$ cat src/hdl/slip_frame_decoder_defines.svh
// Assertion macros for the SLIP frame decoder.
// Bodies refer to i_clk and i_rst_n of the including module.
`ifndef SLIP_FRAME_DECODER_DEFINES_SVH
`define SLIP_FRAME_DECODER_DEFINES_SVH

// same-cycle implication
`define SFD_ASSERT_NOW(label, ante, cons, msg) \
    label: assert property (@(posedge i_clk) disable iff (!i_rst_n) \
        (ante) |-> (cons)) else $error(msg);

// next-cycle implication
`define SFD_ASSERT_NEXT(label, ante, cons, msg) \
    label: assert property (@(posedge i_clk) disable iff (!i_rst_n) \
        (ante) |=> (cons)) else $error(msg);

`endif

$ cat src/hdl/sfd_pkg.sv
// Shared constants and types for the SLIP frame decoder.
// No dependencies; used by sfd_stream_if, sfd_ctrl and slip_frame_decoder.
`default_nettype none

package sfd_pkg;

    localparam int BYTE_W        = 8;
    localparam int LEN_W         = 7;
    localparam int DEPTH_DEFAULT = 64;

    localparam logic [LEN_W-1:0]  LIMIT_RESET = 7'd64;

    localparam logic [BYTE_W-1:0] SYM_END     = 8'hC0;
    localparam logic [BYTE_W-1:0] SYM_ESC     = 8'hDB;
    localparam logic [BYTE_W-1:0] SYM_ESC_END = 8'hDC;
    localparam logic [BYTE_W-1:0] SYM_ESC_ESC = 8'hDD;

    // sequencer -> output register
    typedef struct packed {
        logic             load;
        logic             last;
        logic [LEN_W-1:0] length;
    } t_load;

    // sequencer status, for checks
    typedef struct packed {
        logic             busy;
        logic             esc;
        logic [LEN_W-1:0] fill;
    } t_stat;

endpackage

`default_nettype wire

$ cat src/hdl/sfd_stream_if.sv
// Valid/ready channel interfaces for received bytes and decoded frame beats.
// Depends on sfd_pkg.
`default_nettype none

interface sfd_byte_if;
    logic                       valid;
    logic                       ready;
    logic [sfd_pkg::BYTE_W-1:0] rx_byte;

    modport source (output valid, output rx_byte, input ready);
    modport sink   (input valid, input rx_byte, output ready);
endinterface

interface sfd_frame_if;
    logic                       valid;
    logic                       ready;
    logic [sfd_pkg::BYTE_W-1:0] frame_byte;
    logic [sfd_pkg::LEN_W-1:0]  frame_length;
    logic                       last_byte;

    modport source (output valid, output frame_byte, output frame_length,
                    output last_byte, input ready);
    modport sink   (input valid, input frame_byte, input frame_length,
                    input last_byte, output ready);
endinterface

`default_nettype wire

$ cat src/hdl/sfd_ram.sv
// Generic single-write, single-read RAM with registered read data.
// No dependencies.
`default_nettype none

module sfd_ram #(
    parameter int WIDTH = 8,
    parameter int DEPTH = 64,
    parameter int AW    = 6
) (
    input  wire logic             i_clk,
    input  wire logic             i_wr_en,
    input  wire logic [AW-1:0]    i_wr_addr,
    input  wire logic [WIDTH-1:0] i_wr_data,
    input  wire logic [AW-1:0]    i_rd_addr,
    output logic      [WIDTH-1:0] o_rd_data
);

    logic [WIDTH-1:0] r_mem [DEPTH];
    logic [WIDTH-1:0] r_rd_data;

    always_ff @(posedge i_clk) begin
        if (i_wr_en) begin
            r_mem[i_wr_addr] <= i_wr_data;
        end
        r_rd_data <= r_mem[i_rd_addr];
    end

    assign o_rd_data = r_rd_data;

endmodule

`default_nettype wire

$ cat src/hdl/sfd_ctrl.sv
// Byte decoder and frame readout sequencer of the SLIP frame decoder.
// Depends on sfd_pkg; drives the frame store RAM ports.
`default_nettype none

module sfd_ctrl #(
    parameter int STORE_DEPTH = sfd_pkg::DEPTH_DEFAULT,
    parameter int AW          = 6
) (
    input  wire logic                       i_clk,
    input  wire logic                       i_rst_n,
    input  wire logic                       i_valid,
    output logic                            o_ready,
    input  wire logic [sfd_pkg::BYTE_W-1:0] i_byte,
    input  wire logic [sfd_pkg::LEN_W-1:0]  i_limit,
    input  wire logic                       i_out_free,
    output sfd_pkg::t_load                  o_load,
    output sfd_pkg::t_stat                  o_stat,
    output logic                            o_wr_en,
    output logic [AW-1:0]                   o_wr_addr,
    output logic [sfd_pkg::BYTE_W-1:0]      o_wr_data,
    output logic [AW-1:0]                   o_rd_addr
);

    localparam int LW = sfd_pkg::LEN_W;
    localparam logic [LW-1:0] DEPTH_L = LW'(STORE_DEPTH);

    localparam logic [1:0] ST_IDLE = 2'd0;
    localparam logic [1:0] ST_PREP = 2'd1;   // read address settles in the RAM
    localparam logic [1:0] ST_SEND = 2'd2;   // read data valid, push one beat

    logic [1:0]    r_state, n_state;
    logic [LW-1:0] r_fill,  n_fill;
    logic          r_esc,   n_esc;
    logic [LW-1:0] r_len,   n_len;
    logic [LW-1:0] r_idx,   n_idx;

    logic [LW-1:0] lim;
    logic [LW-1:0] fresh_fill;
    logic [LW-1:0] base;
    logic          accept;
    logic          esc_seq;

    always_comb begin
        if (i_limit == '0) begin
            lim = LW'(1);
        end else if (i_limit > DEPTH_L) begin
            lim = DEPTH_L;
        end else begin
            lim = i_limit;
        end
    end

    assign accept     = i_valid && (r_state == ST_IDLE);
    assign esc_seq    = r_esc && (i_byte == sfd_pkg::SYM_ESC_END ||
                                  i_byte == sfd_pkg::SYM_ESC_ESC);
    // a bad escape drops the open frame before the byte is handled fresh
    assign fresh_fill = r_esc ? '0 : r_fill;
    assign base       = (fresh_fill >= lim) ? '0 : fresh_fill;

    always_comb begin
        n_state   = r_state;
        n_fill    = r_fill;
        n_esc     = r_esc;
        n_len     = r_len;
        n_idx     = r_idx;
        o_wr_en   = 1'b0;
        o_wr_addr = base[AW-1:0];
        o_wr_data = i_byte;
        o_load    = '0;
        o_load.length = r_len;

        case (r_state)
            ST_IDLE: begin
                if (accept) begin
                    n_esc = 1'b0;
                    if (esc_seq) begin
                        if (r_fill >= lim) begin
                            n_fill = '0;
                        end else begin
                            o_wr_en   = 1'b1;
                            o_wr_addr = r_fill[AW-1:0];
                            o_wr_data = (i_byte == sfd_pkg::SYM_ESC_END) ?
                                        sfd_pkg::SYM_END : sfd_pkg::SYM_ESC;
                            n_fill    = r_fill + LW'(1);
                        end
                    end else if (i_byte == sfd_pkg::SYM_END) begin
                        n_fill = '0;
                        if (fresh_fill != '0) begin
                            n_len   = fresh_fill;
                            n_idx   = '0;
                            n_state = ST_PREP;
                        end
                    end else if (i_byte == sfd_pkg::SYM_ESC) begin
                        n_esc  = 1'b1;
                        n_fill = base;
                    end else begin
                        o_wr_en = 1'b1;
                        n_fill  = base + LW'(1);
                    end
                end
            end
            ST_PREP: begin
                n_state = ST_SEND;
            end
            ST_SEND: begin
                if (i_out_free) begin
                    o_load.load = 1'b1;
                    o_load.last = (r_idx == r_len - LW'(1));
                    n_idx       = r_idx + LW'(1);
                    n_state     = o_load.last ? ST_IDLE : ST_PREP;
                end
            end
            default: begin
                n_state = ST_IDLE;
            end
        endcase
    end

    always_ff @(posedge i_clk) begin
        if (!i_rst_n) begin
            r_state <= ST_IDLE;
            r_fill  <= '0;
            r_esc   <= 1'b0;
        end else begin
            r_state <= n_state;
            r_fill  <= n_fill;
            r_esc   <= n_esc;
        end
        r_len <= n_len;
        r_idx <= n_idx;
    end

    assign o_ready     = (r_state == ST_IDLE);
    assign o_rd_addr   = r_idx[AW-1:0];
    assign o_stat.busy = (r_state != ST_IDLE);
    assign o_stat.esc  = r_esc;
    assign o_stat.fill = r_fill;

endmodule

`default_nettype wire

$ cat src/hdl/slip_frame_decoder.sv
// Top level of the SLIP (RFC 1055) receive-side frame decoder.
// Depends on sfd_pkg, sfd_stream_if, sfd_ram, sfd_ctrl and the defines header.
//
//  channel   dir  beat payload                          handshake
//  i_rx      in   rx_byte[7:0]                          valid/ready
//  o_frame   out  frame_byte[7:0], frame_length[6:0],   valid/ready
//                 last_byte
//  cfg       in   i_cfg_wdata[6:0] -> frame_limit       i_cfg_we, no stall
//
// A byte that does not close a frame leaves i_rx ready.
// A closing END starts the readout, which reuses the one read port of the
// frame store: ST_PREP presents each byte's address, ST_SEND pushes its beat.
// o_frame stalls hold the readout in place; i_rx is not ready until the last
// beat sits in the output register. Reset (synchronous, active low) empties
// the frame, clears the escape flag and sets frame_limit to 64.
`default_nettype none

`include "slip_frame_decoder_defines.svh"

module slip_frame_decoder #(
    parameter int STORE_DEPTH = sfd_pkg::DEPTH_DEFAULT
) (
    input  wire logic                      i_clk,
    input  wire logic                      i_rst_n,
    sfd_byte_if.sink                       i_rx,
    sfd_frame_if.source                    o_frame,
    input  wire logic                      i_cfg_we,
    input  wire logic [sfd_pkg::LEN_W-1:0] i_cfg_wdata
);

    localparam int AW = (STORE_DEPTH > 1) ? $clog2(STORE_DEPTH) : 1;
    localparam int BW = sfd_pkg::BYTE_W;
    localparam int LW = sfd_pkg::LEN_W;

    // configuration
    logic [LW-1:0] r_frame_limit;

    // output register
    logic          r_out_valid;
    logic [BW-1:0] r_out_byte;
    logic [LW-1:0] r_out_len;
    logic          r_out_last;

    // store ports and sequencer links
    logic           wr_en;
    logic [AW-1:0]  wr_addr;
    logic [BW-1:0]  wr_data;
    logic [AW-1:0]  rd_addr;
    logic [BW-1:0]  rd_data;
    logic           out_free;
    sfd_pkg::t_load load;
    sfd_pkg::t_stat stat;

    // terms for the checks
    logic           rx_beat;
    logic           last_load;
    logic           end_on_open;
    logic           rd_started;

    always_ff @(posedge i_clk) begin
        if (!i_rst_n) begin
            r_frame_limit <= sfd_pkg::LIMIT_RESET;
        end else if (i_cfg_we) begin
            r_frame_limit <= i_cfg_wdata;
        end
    end

    // Frame store: written on accepted data bytes; readout uses its read data.
    sfd_ram #(
        .WIDTH (BW),
        .DEPTH (STORE_DEPTH),
        .AW    (AW)
    ) u_store (
        .i_clk     (i_clk),
        .i_wr_en   (wr_en),
        .i_wr_addr (wr_addr),
        .i_wr_data (wr_data),
        .i_rd_addr (rd_addr),
        .o_rd_data (rd_data)
    );

    sfd_ctrl #(
        .STORE_DEPTH (STORE_DEPTH),
        .AW          (AW)
    ) u_ctrl (
        .i_clk      (i_clk),
        .i_rst_n    (i_rst_n),
        .i_valid    (i_rx.valid),
        .o_ready    (i_rx.ready),
        .i_byte     (i_rx.rx_byte),
        .i_limit    (r_frame_limit),
        .i_out_free (out_free),
        .o_load     (load),
        .o_stat     (stat),
        .o_wr_en    (wr_en),
        .o_wr_addr  (wr_addr),
        .o_wr_data  (wr_data),
        .o_rd_addr  (rd_addr)
    );

    // Output register can take a new beat when empty or when drained now.
    assign out_free = !r_out_valid || o_frame.ready;

    always_ff @(posedge i_clk) begin
        if (!i_rst_n) begin
            r_out_valid <= 1'b0;
        end else if (load.load) begin
            r_out_valid <= 1'b1;
        end else if (o_frame.ready) begin
            r_out_valid <= 1'b0;
        end
        if (load.load) begin
            r_out_byte <= rd_data;
            r_out_len  <= load.length;
            r_out_last <= load.last;
        end
    end

    assign o_frame.valid        = r_out_valid;
    assign o_frame.frame_byte   = r_out_byte;
    assign o_frame.frame_length = r_out_len;
    assign o_frame.last_byte    = r_out_last;

    // Checks
    assign rx_beat     = i_rx.valid && i_rx.ready;
    assign last_load   = load.load && load.last;
    assign end_on_open = rx_beat && !stat.esc && stat.fill != '0 &&
                         i_rx.rx_byte == sfd_pkg::SYM_END;
    assign rd_started  = stat.busy && stat.fill == '0;

    `SFD_ASSERT_NEXT(a_last_frees_input, last_load, i_rx.ready, "readout kept input blocked")
    `SFD_ASSERT_NOW(a_len_nonzero, r_out_valid, r_out_len != '0, "zero frame length")
    `SFD_ASSERT_NEXT(a_end_starts_readout, end_on_open, rd_started, "END left frame open")

endmodule

`default_nettype wire
$ cat src/flat_wrapper.sv
// flat-port wrapper written by rule: the top's interface ports become plain ports
module slip_frame_decoder_flat 
#(
    parameter int STORE_DEPTH = sfd_pkg::DEPTH_DEFAULT
)
  (i_clk, i_rst_n, i_cfg_we, i_cfg_wdata, i_rx_valid, i_rx_rx_byte, i_rx_ready, o_frame_valid, o_frame_frame_byte, o_frame_frame_length, o_frame_last_byte, o_frame_ready);
  sfd_byte_if i_rx_i ();
  sfd_frame_if o_frame_i ();
  input  wire logic i_clk;
  input  wire logic i_rst_n;
  input  wire logic i_cfg_we;
  input  wire logic [sfd_pkg::LEN_W-1:0] i_cfg_wdata;
  input wire logic [$bits(i_rx_i.valid)-1:0] i_rx_valid;
  input wire logic [$bits(i_rx_i.rx_byte)-1:0] i_rx_rx_byte;
  output wire logic [$bits(i_rx_i.ready)-1:0] i_rx_ready;
  output wire logic [$bits(o_frame_i.valid)-1:0] o_frame_valid;
  output wire logic [$bits(o_frame_i.frame_byte)-1:0] o_frame_frame_byte;
  output wire logic [$bits(o_frame_i.frame_length)-1:0] o_frame_frame_length;
  output wire logic [$bits(o_frame_i.last_byte)-1:0] o_frame_last_byte;
  input wire logic [$bits(o_frame_i.ready)-1:0] o_frame_ready;
  assign i_rx_i.valid = i_rx_valid;
  assign i_rx_i.rx_byte = i_rx_rx_byte;
  assign i_rx_ready = i_rx_i.ready;
  assign o_frame_valid = o_frame_i.valid;
  assign o_frame_frame_byte = o_frame_i.frame_byte;
  assign o_frame_frame_length = o_frame_i.frame_length;
  assign o_frame_last_byte = o_frame_i.last_byte;
  assign o_frame_i.ready = o_frame_ready;
  slip_frame_decoder #(.STORE_DEPTH(STORE_DEPTH)) u_core (.i_clk(i_clk), .i_rst_n(i_rst_n), .i_rx(i_rx_i), .o_frame(o_frame_i), .i_cfg_we(i_cfg_we), .i_cfg_wdata(i_cfg_wdata));
endmodule
$ cat config.mk
export PLATFORM = sky130hd
export DESIGN_NAME = slip_frame_decoder_flat
export DESIGN_NICKNAME = d
export VERILOG_FILES = /design/src/hdl/sfd_pkg.sv /design/src/hdl/sfd_stream_if.sv /design/src/hdl/sfd_ram.sv /design/src/hdl/sfd_ctrl.sv /design/src/hdl/slip_frame_decoder.sv /design/src/flat_wrapper.sv
export VERILOG_INCLUDE_DIRS = /design/src /design/src/hdl
export SDC_FILE = /design/constraint.sdc
export NUM_CORES = 1
export LEC_CHECK = 0
export ABC_AREA = 1
export BUFFER_PORTS_ARGS = -buffer_cell sky130_fd_sc_hd__buf_2
export CAP_MARGIN = 20
export CORE_MARGIN = 3
export CORE_UTILIZATION = 50
export DETAILED_ROUTE_END_ITERATION = 8
export GPL_ROUTABILITY_DRIVEN = 0
export PLACE_DENSITY = 0.63
export RECOVER_POWER = 25
export SLEW_MARGIN = 30
export SYNTH_ARGS = -nofsm -noshare
export SYNTH_HDL_FRONTEND = slang
export SYNTH_SLANG_ARGS = --single-unit
$ cat constraint.sdc
create_clock -name i_clk -period 6.7 [get_ports i_clk]
set_input_delay 1.005 -clock i_clk [delete_from_list [all_inputs] [get_ports i_clk]]
set_output_delay 1.005 -clock i_clk [all_outputs]
set_load 0.05 [all_outputs]
* Word level (Yosys, flattened, before mapping)
Memory sizes are Yosys's and may differ from the RTL's. A register that Yosys moved wholly into a read port is not among the register bits.
Cells that the tools add are included.
** Cells by class
- $add $sub $neg :: 4
- $lt $le $gt $ge :: 3
- Equal/unequal tests :: 12
- Mux-type cells :: 45
- Bitwise operators :: 1
- Reduce and logical (&&, ||, !) cells :: 15
** Operator list (number)
- 7-bit 2-to-1 mux :: 13
- 8-bit equality test (second input constant) :: 4
- 8-bit 2-to-1 mux :: 4
- 6-bit 2-to-1 mux :: 4
- 7-bit by 1-bit adder with 7-bit output (second input constant) :: 3
- 7-bit greater-or-equal comparator :: 2
- 1-bit 2-to-1 mux :: 14
- 2-bit 2-to-1 mux :: 7
- 7-bit case mux with 2 select lines :: 1
- 5-bit AND reduction :: 2
- 2-bit inequality test (second input constant) :: 4
- 7-bit equality test :: 1
- 7-bit > comparator (second input constant) :: 1
- 7-bit logical NOT :: 1
- 7-bit nonzero test :: 1
- 7-bit by 1-bit subtractor with 7-bit output (second input constant) :: 1
- 2-bit case mux with 3 select lines :: 1
- 6-bit AND reduction :: 1
- 5-bit 2-to-1 mux :: 1
- 2-bit AND reduction :: 2
- 2-bit nonzero test :: 2
- 2-bit by 1-bit equality test with 1-bit output (second input constant) :: 1
- 2-bit equality test (second input constant) :: 1
- 1-bit logical AND :: 2
- other kinds (5) :: 6
** Storage, ports and cells
- Register bits :: 48
- Memory bits (writable) :: 512
- Input bits :: 20
- Word-level logic and storage cells :: 91
- Memories kept :: 1
** Memory list
- u_core.u_store.r_mem :: depth 64, width 8, read ports 1, clocked after memory_dff 1, write ports 1, RTL line sfd_ram.sv:18 : logic [WIDTH-1:0] r_mem [DEPTH];

* Longest topological paths before layout
- Depth in word-level cells :: 10
- Gate-level depth with buffers :: 21
- Mapped depth without buffers :: 21

* By module
A second synthesis with hierarchy kept.
** Second synthesis, totals
- Cell total of the unflattened synthesis :: 2224
- Area, all modules :: 24584.8 µm²
** Modules (own cells, without submodules)
- sfd_ram :: times used 1, cells an instance 1805, area each 21339.2 µm², seq. area each 15534.9 µm²
- sfd_ctrl :: times used 1, cells an instance 368, area each 2493.6 µm², seq. area each 620.6 µm²
- slip_frame_decoder :: times used 1, cells an instance 51, area each 752.0 µm², seq. area each 640.6 µm²

* Worst setup path after synthesis
No wires, ideal clock.
- Kind :: register to register
- Start :: register u_core.r_frame_limit[4]
- End :: memory u_core.u_store.r_mem[0][3], data pin
- Library setup time :: 702 ps
- Arrival time :: 4055 ps
- Required time :: 5998 ps
- Setup slack :: 1943 ps
- Stages on the path, launching flop included :: 14
- Buffers on the path :: 0
- Period minus slack after synthesis :: 4757 ps
- Cell sequence :: dfxtp_1 -> nor2_1 -> nand2_1 -> nor3_1 -> inv_1 -> nand2_1 -> nand2_1 -> ha_1 -> nand2_1 -> nor2_1 -> nand4_1 -> nand3_1 -> nor3_4 -> o21ai_0
** On the way
- Word-level cells in the longest chain between the ends :: 8
** Ends and longest elaborated chain
- start: declaration :: RTL line slip_frame_decoder.sv:36 : logic [LW-1:0] r_frame_limit;
- start signal: assignment :: RTL line slip_frame_decoder.sv:62 : r_frame_limit <= sfd_pkg::LIMIT_RESET;
- start signal: assignment :: RTL line slip_frame_decoder.sv:64 : r_frame_limit <= i_cfg_wdata;
- 7-bit > comparator :: RTL line sfd_ctrl.sv:46 : end else if (i_limit > DEPTH_L) begin
- 7-bit 2-to-1 mux :: RTL line sfd_ctrl.sv:46
- 7-bit 2-to-1 mux * :: RTL line sfd_ctrl.sv:44 : if (i_limit == '0) begin
- 7-bit greater-or-equal comparator * :: RTL line sfd_ctrl.sv:77 : if (r_fill >= lim) begin
- 8-bit 2-to-1 mux * :: RTL line sfd_ctrl.sv:77
- 8-bit 2-to-1 mux * :: RTL line sfd_ctrl.sv:76 : if (esc_seq) begin
- 8-bit 2-to-1 mux * :: RTL line sfd_ctrl.sv:74 : if (accept) begin
- 8-bit 2-to-1 mux * :: RTL line sfd_ctrl.sv:72 : case (r_state)
- via u_core.u_ctrl.o_wr_data, one bit :: RTL line sfd_ctrl.sv:20 : output logic [sfd_pkg::BYTE_W-1:0] o_wr_data,
- end: declaration :: RTL line sfd_ram.sv:18
Mark *: on every way through the listed nets, which the timed path passes. The rest lies on a longest branch.

* Final worst setup path
- Start :: register u_core.r_frame_limit[4]
- End :: memory u_core.u_store.r_mem[43][4], enable pin
** On the way
- Word-level cells in the longest chain between the ends :: 10
** Ends and longest elaborated chain
- 7-bit > comparator :: RTL line sfd_ctrl.sv:46
- 7-bit 2-to-1 mux :: RTL line sfd_ctrl.sv:46
- 7-bit 2-to-1 mux * :: RTL line sfd_ctrl.sv:44
- 7-bit greater-or-equal comparator :: RTL line sfd_ctrl.sv:77
- 1-bit 2-to-1 mux :: RTL line sfd_ctrl.sv:77
- 1-bit 2-to-1 mux :: RTL line sfd_ctrl.sv:76
- 1-bit 2-to-1 mux :: RTL line sfd_ctrl.sv:74
- 1-bit 2-to-1 mux :: RTL line sfd_ctrl.sv:72
- 1-bit 2-to-1 mux :: RTL line sfd_ram.sv:22 : if (i_wr_en) begin
- 1-bit 2-to-1 mux (not written as such) :: RTL line sfd_ram.sv:23 : r_mem[i_wr_addr] <= i_wr_data;
Mark *: on every way between the ends. The rest lies on a longest branch, timed or not.

==> impl_metrics.json <==
{
  "status": "finished, violations left",
  "failed_checks": "max-capacitance violations, max-slew violations",
  "fmax_mhz": 239,
  "wl_met3_um": 5520,
  "multi_input_area_mm2": 0.00585,
  "skew_ns": 0.0207,
  "wl_met1_um": 25200,
  "core_mm2": 0.0457,
  "syn_inst": 1877,
  "viasPerCell": 6.05,
  "syn_nets": 1915,
  "ys_top_cells_by_count": "edfxtp_1 (542), nor2_1 (395), o21ai_0 (270), nand2_1 (112), clkbuf_1 (90)",
  "grt.overflow.total": 0,
  "place.port_buffers": 37,
  "numCtsBuffers": 57,
  "syn-cell-area_mm2": 0.0233,
  "power.leakage_nw": 8.41,
  "synth_edf_count": 542,
  "cp.required_ns": 6.94,
  "crit_buf_inv": 1,
  "synthToLayoutAreaGrowth_pct": 11.1,
  "ys_seq_elements": 568,
  "layout-drive-gt1-share_pct": 8.04,
  "worstPathMaxFanout": 9,
  "powerDensity_mw_per_mm2": 280,
  "die_w_um": 222,
  "clkSinkCount": 568,
  "die_area_mm2": 0.0492,
  "drtAntennaViolNets": 0,
  "grt_pass1_vias": 15200,
  "ctsHtreeMaxLevel": 2,
  "tritoncts": "built",
  "vdd_drop_max_mv": 0.189,
  "yosys.area.top_type": "edfxtp_1",
  "wire_per_inst_um": 23.6,
  "layout.area.seq_mm2": 0.0168,
  "cts_hold_buf": 0,
  "async_flop_share_pct": 0,
  "worstSetupStartpointType": "register",
  "endpoint_kind": "register",
  "worstPathArrival_ns": 4.42,
  "cp_slowest_cell": "nor2_1",
  "combinationalPowerShare_pct": 2.5,
  "post_cts_buffers": 0,
  "synth-warning-count": 0,
  "worstPathCellList": "nor2_1 > nand2_1 > nor3_1 > inv_1 > o21ai_0 > ha_1 > nand2_1 > nor2_1 > nand4_1 > nand3_1 > nor3_4 > nand2_1 > a21oi_2 > nand2_1 > nor2_1",
  "diodes": 0,
  "finalMaxSlewViolations": 195,
  "drt_iter0_drc": 2100,
  "track_usage_pct": 24.1,
  "syn_avg_cell_area_um2": 12.4,
  "clk_pin_slew_worst_paths_ns": 0.06,
  "antenna_found_initial": 0,
  "worstSetupPathType": "reg -> reg",
  "drtPass1Iterations": 6,
  "rsz0062_at_grt": "no",
  "critical_path.most_common_cell": "nand2_1",
  "clock_latency_ns": 0.61,
  "ctsResizeCount": 0,
  "rows": 78,
  "clkPwrFrac_pct": 43.5,
  "synth_area_leaders": "edfxtp_1 (70%), nor2_1 (6.4%), o21ai_0 (5.8%), o221ai_1 (2.7%), dfxtp_1 (2.2%)",
  "vias": 15300,
  "p_int_mw": 5.81,
  "ys_seq_area_share_pct": 72.1,
  "slew_headroom_pct": -144,
  "route.detailed.drc": 0,
  "top_layer_used": "met4",
  "ys.flop_type": "edfxtp_1",
  "yosysMostFrequentCell": "edfxtp_1",
  "fin_crit_sh_pct": 62.4,
  "drt_wl_total_um": 59700,
  "post-dp-hpwl_um": 35200,
  "fin_nets": 1919,
  "sw_frac_of_total_pct": 19.8,
  "die_h_um": 222,
  "hold_class": "reg -> reg",
  "start_util_pct": 51.0,
  "setup_viol": 0,
  "synth_top_area_share_pct": 69.9,
  "fin_setup_tns_ns": 0,
  "fin_crit_ns": 4.18,
  "grt_pass1_wl_um": 90800,
  "synth_cell_types": 41,
  "grt_max_degree": 260,
  "path_delay_family": "simple AND/OR/NAND/NOR gates",
  "critPathMaxStageDelay_ns": 0.80,
  "fill_cells": 3751,
  "sequentialPowerShare_pct": 54.0,
  "cap_violations": 3,
  "tightest_slew_ns": 3.66,
  "total_power_mw": 7.24,
  "dr_wl_met2_um": 27200,
  "cts-root-buf": "clkbuf_16",
  "power_switching_mw": 1.44,
  "final_hold_viol_count": 0,
  "io_pins": 38,
  "clk_path_buf_depth": 3
}
[power groups by stage]
stage	Combinational [mW]	Sequential, mW	Clock [mW]
global route	0.201	3.91	3.37
finish	0.182	3.91	3.15
CTS	0.181	3.91	3.19
floorplan	0.0964	3.99	0
detailed placement	0.181	3.99	0
global placement	0.180	3.99	0
[cell families after synthesis]
kind of cell	share of synthesized area (%)
XOR/XNOR	0.451
adder cells (fa/ha/maj)	0.967
buffers and inverters	2.92
AO/OA/AOI/OAI	12.5
AND/OR/NAND/NOR	11.0
flip-flops	72.1
[final timing paths]
path | from | to | slack, ns | cells past startpoint
worst min-delay path | u_core.u_store.o_rd_data[2] | u_core.o_frame.frame_byte[2] | 0.40 | 0
worst max register to register | u_core.r_frame_limit[4] | u_core.u_store.r_mem[43][4] | 2.52 | 15
worst min register to register | u_core.u_store.o_rd_data[2] | u_core.o_frame.frame_byte[2] | 0.40 | 0
worst max-delay path | u_core.r_frame_limit[4] | u_core.u_store.r_mem[43][4] | 2.52 | 15
[per-layer routing]
layer / up-vias / GRT usage, %
met5: - / 0
met4: 0 / 8.34
met3: 121 / 5.69
met2: 747 / 37.5
met1: 7442 / 33.8
li1: 6968 / -
[registers in the layout (all words and copies together), names as in the netlist]
register,count
u_core.o_frame.valid,1
u_core.u_store.o_rd_data,8
u_core.o_frame.frame_byte,8
u_core.o_frame.last_byte,1
u_core.o_frame.frame_length,7
u_core.u_ctrl.r_esc,1
u_core.u_ctrl.r_idx,7
u_core.u_ctrl.r_fill,7
u_core.u_ctrl.r_len,7
u_core.r_frame_limit,7
u_core.u_store.r_mem,512
u_core.u_ctrl.r_state,2
[final cells by class]
cell class | count | share of cell area, %
inverters | 62 | 0.924
repair buffers | 58 | 1.47
clock buffers | 92 | 6.53
well taps | 600 | 2.90
flip-flops and latches | 568 | 64.9
clock inverters | 13 | 0.634
multi-input cells | 1134 | 22.6
[cells in the final DEF, fill, tap and decap left out, types with 3 or more instances in the layout]
| master | Yosys | layout |
|---|---|---|
| a21oi_1 | 20 | 20 |
| buf_2 | 19 | 31 |
| buf_4 | 0 | 14 |
| bufinv_16 | 0 | 4 |
| clkbuf_1 | 90 | 33 |
| clkbuf_16 | 0 | 59 |
| clkbuf_8 | 0 | 9 |
| clkinv_1 | 4 | 7 |
| clkinv_2 | 0 | 5 |
| dfxtp_1 | 26 | 26 |
| edfxtp_1 | 542 | 542 |
| ha_1 | 18 | 18 |
| inv_1 | 57 | 57 |
| nand2_1 | 112 | 110 |
| nand2_2 | 5 | 6 |
| nand3_1 | 78 | 78 |
| nand3_2 | 6 | 6 |
| nand4_1 | 6 | 6 |
| nor2_1 | 395 | 393 |
| nor2_2 | 5 | 5 |
| nor2_4 | 1 | 3 |
| nor3_1 | 7 | 7 |
| o211ai_1 | 58 | 58 |
| o21ai_0 | 270 | 269 |
| o21ai_1 | 8 | 8 |
| o221ai_1 | 71 | 71 |
| o22ai_1 | 43 | 43 |
| xnor2_1 | 6 | 6 |
| xor2_1 | 6 | 6 |
[stage by stage]
step	instances	util, %	worst slack (ns)	instance area [um^2]	hold WS, ns
6_report	2527	56.6	2.52	25900	0.403
5_1_grt	2527	56.6	2.24	25900	0.418
4_1_cts	2525	56.6	2.64	25800	0.406
3_5_place_dp	2420	52.5	2.27	24000	0.395
3_3_place_gp	2420	52.5	2.39	24000	0.387
2_1_floorplan	1877	-	1.94	23300	0.386
Power figures use the tool's default switching activity.
